**src/sv/nlc_pkg.sv**
```systemverilog
`timescale 1ns / 1ps
// ----------------------------------------------------------------------------
// Numeric literal classifier package
// Shared types and codes for the automaton states and the token classes.
// ----------------------------------------------------------------------------
package nlc_pkg;

  typedef enum logic [3:0] {
    P_START  = 4'd0,
    P_ZERO   = 4'd1,
    P_OCT    = 4'd2,
    P_HEXPRE = 4'd3,
    P_HEX    = 4'd4,
    P_DEC    = 4'd5,
    P_DOT    = 4'd6,
    P_FRAC   = 4'd7,
    P_EXP    = 4'd8,
    P_ESIGN  = 4'd9,
    P_EDIG   = 4'd10,
    P_BAD    = 4'd11
  } lex_state_t;

  typedef enum logic [2:0] {
    CLS_DEC  = 3'd0,
    CLS_OCT  = 3'd1,
    CLS_HEX  = 3'd2,
    CLS_FLT  = 3'd3,
    CLS_ZERO = 3'd4,
    CLS_BAD  = 3'd5
  } token_class_t;

  typedef struct packed {
    lex_state_t   state_nxt;
    token_class_t token_class;
  } step_res_t;

endpackage

```
**src/sv/nlc_in_if.sv**
```systemverilog
`timescale 1ns / 1ps
// ----------------------------------------------------------------------------
// Numeric literal classifier input channel
// Carries one token byte per transfer, with a flag for the final byte.
// ----------------------------------------------------------------------------
interface nlc_in_if;
  logic       valid;
  logic       ready;
  logic [7:0] token_byte;
  logic       last_byte;

  modport source (output valid, output token_byte, output last_byte, input ready);
  modport sink   (input valid, input token_byte, input last_byte, output ready);
endinterface

```
**src/sv/nlc_out_if.sv**
```systemverilog
`timescale 1ns / 1ps
// ----------------------------------------------------------------------------
// Numeric literal classifier result channel
// Carries the class of one completed token per transfer.
// ----------------------------------------------------------------------------
interface nlc_out_if;
  logic       valid;
  logic       ready;
  logic [2:0] token_class;

  modport source (output valid, output token_class, input ready);
  modport sink   (input valid, input token_class, output ready);
endinterface

```
**src/sv/nlc_step.sv**
```systemverilog
`timescale 1ns / 1ps
// ----------------------------------------------------------------------------
// Numeric literal classifier step
// Next state of the literal automaton for one byte, and the class that the
// token would have if it ended in that next state.
// ----------------------------------------------------------------------------
module nlc_step
  import nlc_pkg::*;
(
  input  lex_state_t state,
  input  logic [7:0] token_byte,
  output step_res_t  res
);

  logic is_dig;
  logic is_oct;
  logic is_hex;
  logic is_sign;
  logic is_x;
  logic is_e;
  logic is_dot;
  lex_state_t nxt;

  always_comb begin
    is_dig  = token_byte inside {[8'h30:8'h39]};
    is_oct  = token_byte inside {[8'h30:8'h37]};
    is_hex  = token_byte inside {[8'h30:8'h39], [8'h41:8'h46], [8'h61:8'h66]};
    is_sign = token_byte inside {8'h2b, 8'h2d};
    is_x    = token_byte inside {8'h58, 8'h78};
    is_e    = token_byte inside {8'h45, 8'h65};
    is_dot  = (token_byte == 8'h2e);
  end

  always_comb begin
    nxt = P_BAD;
    case (state)
      P_START: begin
        if (token_byte == 8'h30) nxt = P_ZERO;
        else if (is_dig)         nxt = P_DEC;
      end
      P_ZERO: begin
        if (is_x)        nxt = P_HEXPRE;
        else if (is_oct) nxt = P_OCT;
        else if (is_dot) nxt = P_DOT;
      end
      P_OCT: begin
        if (is_oct)      nxt = P_OCT;
        else if (is_dot) nxt = P_DOT;
      end
      P_HEXPRE, P_HEX: begin
        if (is_hex) nxt = P_HEX;
      end
      P_DEC: begin
        if (is_dig)      nxt = P_DEC;
        else if (is_dot) nxt = P_DOT;
      end
      P_DOT: begin
        if (is_dig) nxt = P_FRAC;
      end
      P_FRAC: begin
        if (is_dig || is_sign) nxt = P_FRAC;
        else if (is_e)         nxt = P_EXP;
      end
      P_EXP: begin
        if (is_sign) nxt = P_ESIGN;
      end
      P_ESIGN, P_EDIG: begin
        if (is_dig) nxt = P_EDIG;
      end
      default: nxt = P_BAD;
    endcase
  end

  always_comb begin
    res.state_nxt = nxt;
    case (nxt)
      P_ZERO:                res.token_class = CLS_ZERO;
      P_OCT:                 res.token_class = CLS_OCT;
      P_HEX:                 res.token_class = CLS_HEX;
      P_DEC:                 res.token_class = CLS_DEC;
      P_DOT, P_FRAC, P_EDIG: res.token_class = CLS_FLT;
      default:               res.token_class = CLS_BAD;
    endcase
  end

endmodule

```
**src/sv/numeric_literal_classifier_unit.sv**
```systemverilog
`timescale 1ns / 1ps
// ----------------------------------------------------------------------------
// Numeric literal classifier unit
// Classifies a trimmed token, fed one byte per transfer, as a numeric literal.
// ----------------------------------------------------------------------------
// The input channel takes one token byte per transfer; last_byte marks the
// final byte of a token. On that byte the result channel offers the class:
// 0 decimal, 1 octal, 2 hex, 3 float, 4 zero, 5 malformed. Bytes that are not
// last give no result.
// Each byte is held in an input register, runs through the automaton step
// from there and, if it ends a token, lands in the result register when that
// register is free. A class is thus offered from the result register after
// its last byte has passed through the input register. One byte is accepted
// every cycle while no final byte waits; the automaton state register closes
// the automaton's loop, one step per cycle while bytes flow.
// While the receiver stalls, the result is held and further non-final bytes
// keep flowing; a final byte waits in the input register until the result
// register frees, and input ready drops only then.
// Synchronous active-low reset returns the automaton to the start of a token
// and empties both registers.
// ----------------------------------------------------------------------------
module numeric_literal_classifier_unit
  import nlc_pkg::*;
(
  input  logic             clk,
  input  logic             rst_n,
  nlc_in_if.sink           in_ch,
  nlc_out_if.source        out_ch
);

  logic         in_valid_r;
  logic [7:0]   in_byte_r;
  logic         in_last_r;
  lex_state_t   state_r;
  lex_state_t   state_nxt;
  logic         out_valid_r;
  token_class_t out_class_r;
  step_res_t    res;
  logic         out_free;
  logic         proc_fire;

  nlc_step u_step (
    .state      (state_r),
    .token_byte (in_byte_r),
    .res        (res)
  );

  assign out_free  = !out_valid_r || out_ch.ready;
  assign proc_fire = in_valid_r && (!in_last_r || out_free);
  assign in_ch.ready = !in_valid_r || proc_fire;

  always_comb begin
    state_nxt = state_r;
    if (proc_fire) begin
      state_nxt = in_last_r ? P_START : res.state_nxt;
    end
  end

  always_ff @(posedge clk) begin
    if (!rst_n) begin
      in_valid_r  <= 1'b0;
      out_valid_r <= 1'b0;
      state_r     <= P_START;
    end else begin
      state_r <= state_nxt;
      if (in_ch.ready) begin
        in_valid_r <= in_ch.valid;
      end
      if (proc_fire && in_last_r) begin
        out_valid_r <= 1'b1;
      end else if (out_ch.ready) begin
        out_valid_r <= 1'b0;
      end
    end
  end

  always_ff @(posedge clk) begin
    if (in_ch.ready && in_ch.valid) begin
      in_byte_r <= in_ch.token_byte;
      in_last_r <= in_ch.last_byte;
    end
    if (proc_fire && in_last_r) begin
      out_class_r <= res.token_class;
    end
  end

  assign out_ch.valid       = out_valid_r;
  assign out_ch.token_class = out_class_r;

endmodule

```
**src/flat_wrapper.sv**
```systemverilog
// flat-port wrapper written by rule: the top's interface ports become plain ports
module numeric_literal_classifier_unit_flat import nlc_pkg::*;
  (clk, rst_n, in_ch_valid, in_ch_token_byte, in_ch_last_byte, in_ch_ready, out_ch_valid, out_ch_token_class, out_ch_ready);
  nlc_in_if in_ch_i ();
  nlc_out_if out_ch_i ();
  input  logic clk;
  input  logic rst_n;
  input wire logic [$bits(in_ch_i.valid)-1:0] in_ch_valid;
  input wire logic [$bits(in_ch_i.token_byte)-1:0] in_ch_token_byte;
  input wire logic [$bits(in_ch_i.last_byte)-1:0] in_ch_last_byte;
  output wire logic [$bits(in_ch_i.ready)-1:0] in_ch_ready;
  output wire logic [$bits(out_ch_i.valid)-1:0] out_ch_valid;
  output wire logic [$bits(out_ch_i.token_class)-1:0] out_ch_token_class;
  input wire logic [$bits(out_ch_i.ready)-1:0] out_ch_ready;
  assign in_ch_i.valid = in_ch_valid;
  assign in_ch_i.token_byte = in_ch_token_byte;
  assign in_ch_i.last_byte = in_ch_last_byte;
  assign in_ch_ready = in_ch_i.ready;
  assign out_ch_valid = out_ch_i.valid;
  assign out_ch_token_class = out_ch_i.token_class;
  assign out_ch_i.ready = out_ch_ready;
  numeric_literal_classifier_unit u_core (.clk(clk), .rst_n(rst_n), .in_ch(in_ch_i), .out_ch(out_ch_i));
endmodule
```
**config.mk**
```make
export PLATFORM = sky130hd
export DESIGN_NAME = numeric_literal_classifier_unit_flat
export DESIGN_NICKNAME = d
export VERILOG_FILES = /design/src/sv/nlc_pkg.sv /design/src/sv/nlc_in_if.sv /design/src/sv/nlc_out_if.sv /design/src/sv/nlc_step.sv /design/src/sv/numeric_literal_classifier_unit.sv /design/src/flat_wrapper.sv
export SDC_FILE = /design/constraint.sdc
export NUM_CORES = 1
export LEC_CHECK = 0
export ABC_AREA = 0
export BUFFER_PORTS_ARGS = -buffer_cell sky130_fd_sc_hd__buf_2
export CAP_MARGIN = 30
export CORE_MARGIN = 10
export CORE_UTILIZATION = 40
export CTS_CLUSTER_SIZE = 28
export DETAILED_ROUTE_END_ITERATION = 8
export GPL_ROUTABILITY_DRIVEN = 0
export GPL_TIMING_DRIVEN = 0
export PLACE_DENSITY = 0.57
export SETUP_SLACK_MARGIN = 0.2
export SKIP_CTS_REPAIR_TIMING = 1
export SYNTH_ARGS = -nofsm -noshare
export SYNTH_HDL_FRONTEND = slang
export SYNTH_HIERARCHICAL = 1
export SYNTH_SLANG_ARGS = --single-unit
```
**constraint.sdc**
```tcl
create_clock -name clk -period 4.8 [get_ports clk]
set_clock_uncertainty 0.15 [all_clocks]
set_input_delay 0.48 -clock clk [delete_from_list [all_inputs] [get_ports clk]]
set_output_delay 0.48 -clock clk [all_outputs]
set_load 0.02 [all_outputs]
```
==> impl_results.md, run 1 <==
- GRT Util Overall: 9.77%
- Fin. Hold Viols: 0
- Final period utilization: 50.9%
- DRT Pass-1 Iters: 4
- Post-synthesis register bit count: 18
- N_diodes: 0
- EDFF count, synth: 12
- Synth warn: 6
- Core Area: 3000 um^2
- CTS tree: done
- Root buf cell: clkbuf_4
- Min-delay src: in_ch_token_byte[7]
- Routed len/inst: 14.5 um
- Ys async rst share: 0%
- Initial antenna violation count: 0
- Max-cap violations: 0
- Hold Path Class: primary input to flop
- Via count of the routed design: 1032
- Clk slew on worst S/H paths: 0.10 ns
- Number of global-route vias before repair: just under 1000
- Fmax: approximately 410 MHz
- Die Y: around 76 um
- Mux contribution to synthesized area: 0%
- CP Max Fanout: 9
- Starting DRT DRC Count: 76
- Port Buffer Count: 17
- Fin Hold WS: 0.216 ns
- Slew @ Worst Pin: 0.431 ns
- DRT antenna net count: 0
- Syn avg cell area: 9.84 um^2
- Synthesized net count: around 140
- TritonCTS Buffers: 3
- Num ports: 18
- Max Buffers Root-to-Sink: 2
- Crit Path Category: flop to flop
- Drt total wl: 2.62 mm
- GR Overflow Total: 0
- R2r worst-path depth: 5
- Row cnt: 20
- Worst Hold End: u_core/in_byte_r[7]
- Worst hold path depth: 1
- DIE WIDTH: ~76 um
- Startpoint Class: flop
- Tmin final: between 2 and 2.5 ns
- Post-Synth XOR/XNOR Area: 2.12%
- RR Endpoint: u_core/out_ch.token_class[1]
- Die area: approximately 5700 um^2
- DR vias/cell: 5.73
- Mapped Area: ~1200 um^2
- Status: finished clean
- Pwr Density: 226 nW/um^2
- Final setup viols: 0
- TNS Setup: 0 ns
- Seq/Total Area, Yosys: 38.7%
- Yosys cell types: between 50 and 60
- Nets: 161
- Slew Limit Headroom: 70.8%
- Initial Utilization: roughly 41%
- Worst Path Required: 4.71 ns
- DRC: 0
- Largest family of logic cells by synthesized area: simple AND/OR/NAND/NOR gates
- Leakage: 0.000511 uW
- Clk sinks: 18
- Clk Latency, worst-skew pair: 0.29 ns
- Hpwl dp: between 2 and 2.5 mm
- Crit path DAT: about 2.4 ns
- R2R Path Start: u_core/in_byte_r[4]
- Critical Path Sink Type: flop
- Maximum number of pins on one net before global-route repair: 11
- Complex-gate fraction of the synthesized area: approximately a fifth
- Adder-Cell Fraction of Synth Area: 0%
- R2R setup slack: 2.36 ns
- Fraction of layout cells with a size suffix above 1: about a quarter
- Peak VDD IR: 135 uV
- Synth Flop Type: edfxtp_1
- # fillers: approximately 290
- First-pass GRT wire length: 4.41 mm
- Post-Synthesis Cells: 126
- CTS H-tree lvls: 1
- RSZ-0062 raised after global routing: false
- Pins Over Slew Limit: 0
- P&R area growth vs syn: 12.3%
- Synth Area in Simple Gates: 34.7%
==> synth_stat cells (3+ instances only) <==
master	count	area share, %
edfxtp_1	12	29
a21oi_1	7	2.8
dfxtp_1	6	9.7
nand2b_1	6	3.0
nand4b_1	6	4.2
o21ai_0	6	2.4
inv_1	5	1.5
nand3b_1	5	3.0
nor2_1	5	1.5
a31oi_1	4	2.0
buf_4	4	2.4
nor2b_1	4	2.0
and2_1	3	1.5
nand2_1	3	0.91
nor3b_1	3	1.8
nor4b_1	3	2.1
==> how the worst max path moves through the flow <==
stage,cells after the start,startpoint,end,slack [ns]
4_1_cts,5,u_core/in_byte_r[4],u_core/out_ch.token_class[1],2.36
2_1_floorplan,5,u_core/in_byte_r[4],u_core/out_ch.token_class[1],2.53
3_3_place_gp,5,u_core/in_byte_r[4],u_core/out_ch.token_class[1],2.36
5_1_grt,6,u_core/state_r[2],u_core/out_ch.token_class[1],2.22
6_report,5,u_core/in_byte_r[4],u_core/out_ch.token_class[1],2.36
3_5_place_dp,5,u_core/in_byte_r[4],u_core/out_ch.token_class[1],2.37
==> routing by layer <==
metal  wire length [um]  vias to the layer above  part of all wire [%]  GRT usage [%]
met2               1200                       20                    46           14.4
met3                 80                        2                   3.1           2.21
met4                 19                        0                  0.73           3.71
li1                   -                      530                     -              -
met1               1320                      480                    50           13.4
met5                  0                        -                     0              0
==> kinds of logic after synthesis <==
group,Yosys count
flops,18
compound gates,34
simple gates,59
xor+xnor,3
buf+inv,12
==> registers in the layout (all words and copies together), names as in the netlist <==
name                       cells
u_core/in_byte_r               8
u_core/state_r                 4
u_core/in_last_r               1
u_core/out_ch.valid            1
u_core/out_ch.token_class      3
u_core/in_valid_r              1
==> area by class of cell <==
type	instances	area, um^2	share of cell area (%)
timing repair buffer	17	85.1	6.11
inverter	5	18.8	1.35
multi-input combinational	96	691	49.6
buffer	7	50.0	3.59
tap	33	41.3	2.96
sequential	18	480	34.5
clock buffer	4	26.3	1.89
==> cells in the final DEF (no fill, tap or decap), drive strengths merged, types with 3 or more instances in the layout <==
cell type and instances:
or3b 3, nor2b 4, edfxtp 12, or3 3
buf 23, nand3b 5, nor3b 3, and2 3
inv 5, a21oi 7, o21ai 6, nor4b 3
nor3 4, nand2 3, nand4b 7, a31oi 4
nand2b 6, clkbuf 5, nor2 5, dfxtp 6
==> through the flow <==
stage	total power, uW	instances	setup WS [ns]	area [um^2]	util, %
6_report	314	180	2.36	1390	46.4
5_1_grt	331	180	2.22	1390	46.4
4_1_cts	318	180	2.36	1390	46.4
3_5_place_dp	241	176	2.37	1370	45.5
3_3_place_gp	240	176	2.36	1370	45.5
2_1_floorplan	225	126	2.53	1240	-
==> report_power, final <==
part	internal, uW	switching [uW]
Clock	32.3	44.4
Combinational	27.4	28.9
Sequential	174	7.69
Total	233	81.0
==> worst max-delay path, stage by stage, from the launching register on <==
cell,delay (ns)
edfxtp_1,0.51
or4b_4,0.57
nor3_2,0.24
nor3b_1,0.12
or3_4,0.41
a31o_1,0.21
Note: power is estimated with default switching activity, not from simulation.
==> run 2: changes to the inputs <==
ABC_AREA = 1   (was 0)
PLACE_DENSITY = 0.6   (was 0.57)
clock period = 2 ns   (was 4.8 ns; I/O delays follow)
==> run 2 against run 1 <==
Compared with the run above: routed wire length rose by 5.3%; via count rose by 14%; highest routed layer unchanged; setup slack got worse by 2.3 ns; synthesized cell count rose by 37%; largest power group unchanged; total power rose to 2.5 times the previous value; sequential power rose by 140%.
==> impl_results.md, run 2 <==
- RSZ-0062 raised after global routing: true
- Most frequent cells in the layout: nand2_1 (46), inv_1 (25), nand3_1 (20)
- CP Max Fanout: 6 (-3)
- Hpwl dp: 2.06 mm (+2.7%)
- Pins Over Slew Limit: 0 (unchanged)
- TritonCTS Buffers: 3 (unchanged)
- Nets: 222 (+38%)
- Cell total after placement: 220 (+25%)
- Max reg flops: 8 (unchanged)
- Combinational share of power: 22.5% (+4.6 points)
- Leakage: 0.000742 uW (+45%)
- Reg power frac: 55.0% (-2.7 points)
- GRT Util Overall: 9.61% (-0.16 points)
- Fin. Hold Viols: 0 (unchanged)
- Synth Flop Type: edfxtp_1
- Port Buffer Count: 17 (unchanged)
- Clk Latency, worst-skew pair: 0.28 ns (about the same)
- Adder-Cell Fraction of Synth Area: 0% (unchanged)
- DR vias/cell: 4.91 (-14%)
- Clk slew on worst S/H paths: 0.09 ns (about the same)
- Slew Limit Headroom: 78.2% (+7.4 points)
- Fin Hold WS: 0.0472 ns (-0.168 ns)
- Seq/Total Area, Yosys: 40.4% (+1.6 points)
- Critical Path Sink Type: flop
- Synth warn: 6 (unchanged)
- Mux contribution to synthesized area: 0% (unchanged)
- Final period utilization: 94.9% (+44 points)
- Peak VDD IR: 355 uV (+160%)
- Worst Path Required: 1.89 ns (-2.82 ns)
- CTS H-tree lvls: 1 (unchanged)
- Post-Synth XOR/XNOR Area: 0% (-2.1 points)
- Final std cells w/o fill: 239 (+33%)
- # fillers: 268 (-6.9%)
- Synthesized net count: 185 (+33%)
- P_int: 570 uW (+140%)
- Clk sinks: 18 (unchanged)
- Mapped Area: 1190 um^2 (-4.0%)
- Number of global-route vias before repair: 1048 (+6.2%)
- Status: finished clean
- Share of the synthesized area in the top cell type: 30.3% (+1.2 points)
- Maximum number of pins on one net before global-route repair: 11 (unchanged)
- Starting DRT DRC Count: 71 (-6.6%)
- Drt total wl: 2.76 mm (+5.3%)
- Hold Path Class: primary input to flop
- Die area: 5560 um^2 (-3.0%)
- Complex-gate fraction of the synthesized area: 7.78% (-11 points)
- Tmin final: 1.90 ns (-0.544 ns)
- Post-Synthesis Cells: 172 (+37%)
- Post-synth top area cell: edfxtp_1
- GR Overflow Total: 0 (unchanged)
- N_diodes: 0 (unchanged)
- Num ports: 18 (unchanged)
- DRT antenna net count: 0 (unchanged)
- Total Power: 787 uW (+150%)
- Initial antenna violation count: 0 (unchanged)
- EDFF count, synth: 12 (unchanged)
- DRT Pass-1 Iters: 4 (unchanged)
- Core Area: 2810 um^2 (-6.6%)
- CTS tree: done
- Pwr Density: 511 nW/um^2 (+130%)
- Net switching power: 217 uW (+170%)
- Root buf cell: clkbuf_4
- Synth Area in Simple Gates: 42.7% (+8.0 points)
- Slew @ Worst Pin: 0.325 ns (-0.106 ns)
- Synth top cells by count: nand2_1 (50), inv_1 (27), nor2_1 (22), nand3_1 (21), edfxtp_1 (12)
- Yosys cell types: 21 (-59%)
- First-pass GRT wire length: 4.29 mm (-2.7%)
- Post-synthesis register bit count: 18 (unchanged)
- Die Y: 74.5 um (-1.5%)
- Final setup viols: 0 (unchanged)
- Ys async rst share: 0% (unchanged)
- Clk network pwr share: 22.5% (-1.9 points)
- P&R area growth vs syn: 29.3%
- Routed len/inst: 11.5 um (-21%)
- Startpoint Class: flop
- Via count of the routed design: 1173 (+14%)
- Syn avg cell area: 6.92 um^2 (-30%)
- Fmax: 527 MHz (+29%)
- Top-count cell post-synth: nand2_1
- Max-cap violations: 0 (unchanged)
- Crit Path Category: flop to flop
- Fraction of layout cells with a size suffix above 1: 27.9% (+1.4 points)
- Largest register by flop count: u_core/in_byte_r
- Row cnt: 19 (-5.0%)
- Initial Utilization: 42.4% (+1.1 points)
- DRC: 0 (unchanged)
- Most common cell after layout, fill and taps aside: nand2_1
- Crit path DAT: 1.79 ns (-0.56 ns)
- Synth area leaders: edfxtp_1 (30%), nand2_1 (16%), dfxtp_1 (10%)
- Largest family of logic cells by synthesized area: simple AND/OR/NAND/NOR gates
- DIE WIDTH: 74.5 um (-1.5%)
- Net Sw Frac: 27.5% (+1.8 points)
- Max Buffers Root-to-Sink: 2 (unchanged)
run 2: cell families after synthesis:
family | count (synthesis)
AND/OR/NAND/NOR | 109
buffers and inverters | 29
flip-flops | 18
AO/OA/AOI/OAI | 16
run 2: power groups by stage:
stage	Combinational, uW	Sequential (uW)	Clock [uW]
after floorplan	95.4	443	0
after global placement	131	442	0
after detailed placement	134	443	0
after CTS	134	434	190
after global routing	200	436	201
final	177	433	177
run 2: final timing paths:
| check | startpoint | endpoint | slack (ns) | cells after the start |
|---|---|---|---|---|
| max reg2reg | u_core/in_byte_r[1] | u_core/out_ch.token_class[0] | 0.10 | 8 |
| min | in_ch_valid | u_core/in_valid_r | 0.05 | 3 |
| min reg2reg | u_core/state_r[1] | u_core/state_r[1] | 0.34 | 2 |
| max | u_core/in_byte_r[1] | u_core/out_ch.token_class[0] | 0.10 | 8 |
run 2: per-layer routing:
layer / up-vias / routed length, um / global-route usage, %
li1: 628 / - / -
met4: 0 / 38 / 3.78
met1: 522 / 1280 / 12.2
met2: 19 / 1280 / 15.0
met3: 4 / 148 / 2.79
met5: - / 0 / 0
run 2: cell type report:
| type | count | area, um^2 | share of cell area (%) |
|---|---|---|---|
| repair buffers | 32 | 223 | 14.5 |
| flip-flops and latches | 18 | 484 | 31.5 |
| multi-input cells | 125 | 658 | 42.8 |
| clock buffers | 4 | 26.3 | 1.71 |
| well taps | 31 | 38.8 | 2.52 |
| inverters | 29 | 109 | 7.07 |
run 2: critical path: stages (launching register included):
cell,delay (ns)
edfxtp_1,0.49
nor3_2,0.21
nand2_1,0.11
a21oi_4,0.19
nand3_2,0.14
nor2_2,0.16
nand3_1,0.08
nand3_1,0.08
nand2_1,0.05
run 2: metrics by stage:
stage	setup WS [ns]	instance area, um^2	util (%)	setup TNS (ns)
after global placement	0.00419	1310	46.8	0
after detailed placement	0.0463	1310	46.8	0
after CTS	0.0262	1340	47.8	0
final	0.103	1540	54.9	0
after global routing	-0.0521	1540	54.9	-0.0657
after floorplan	0.251	1190	-	0
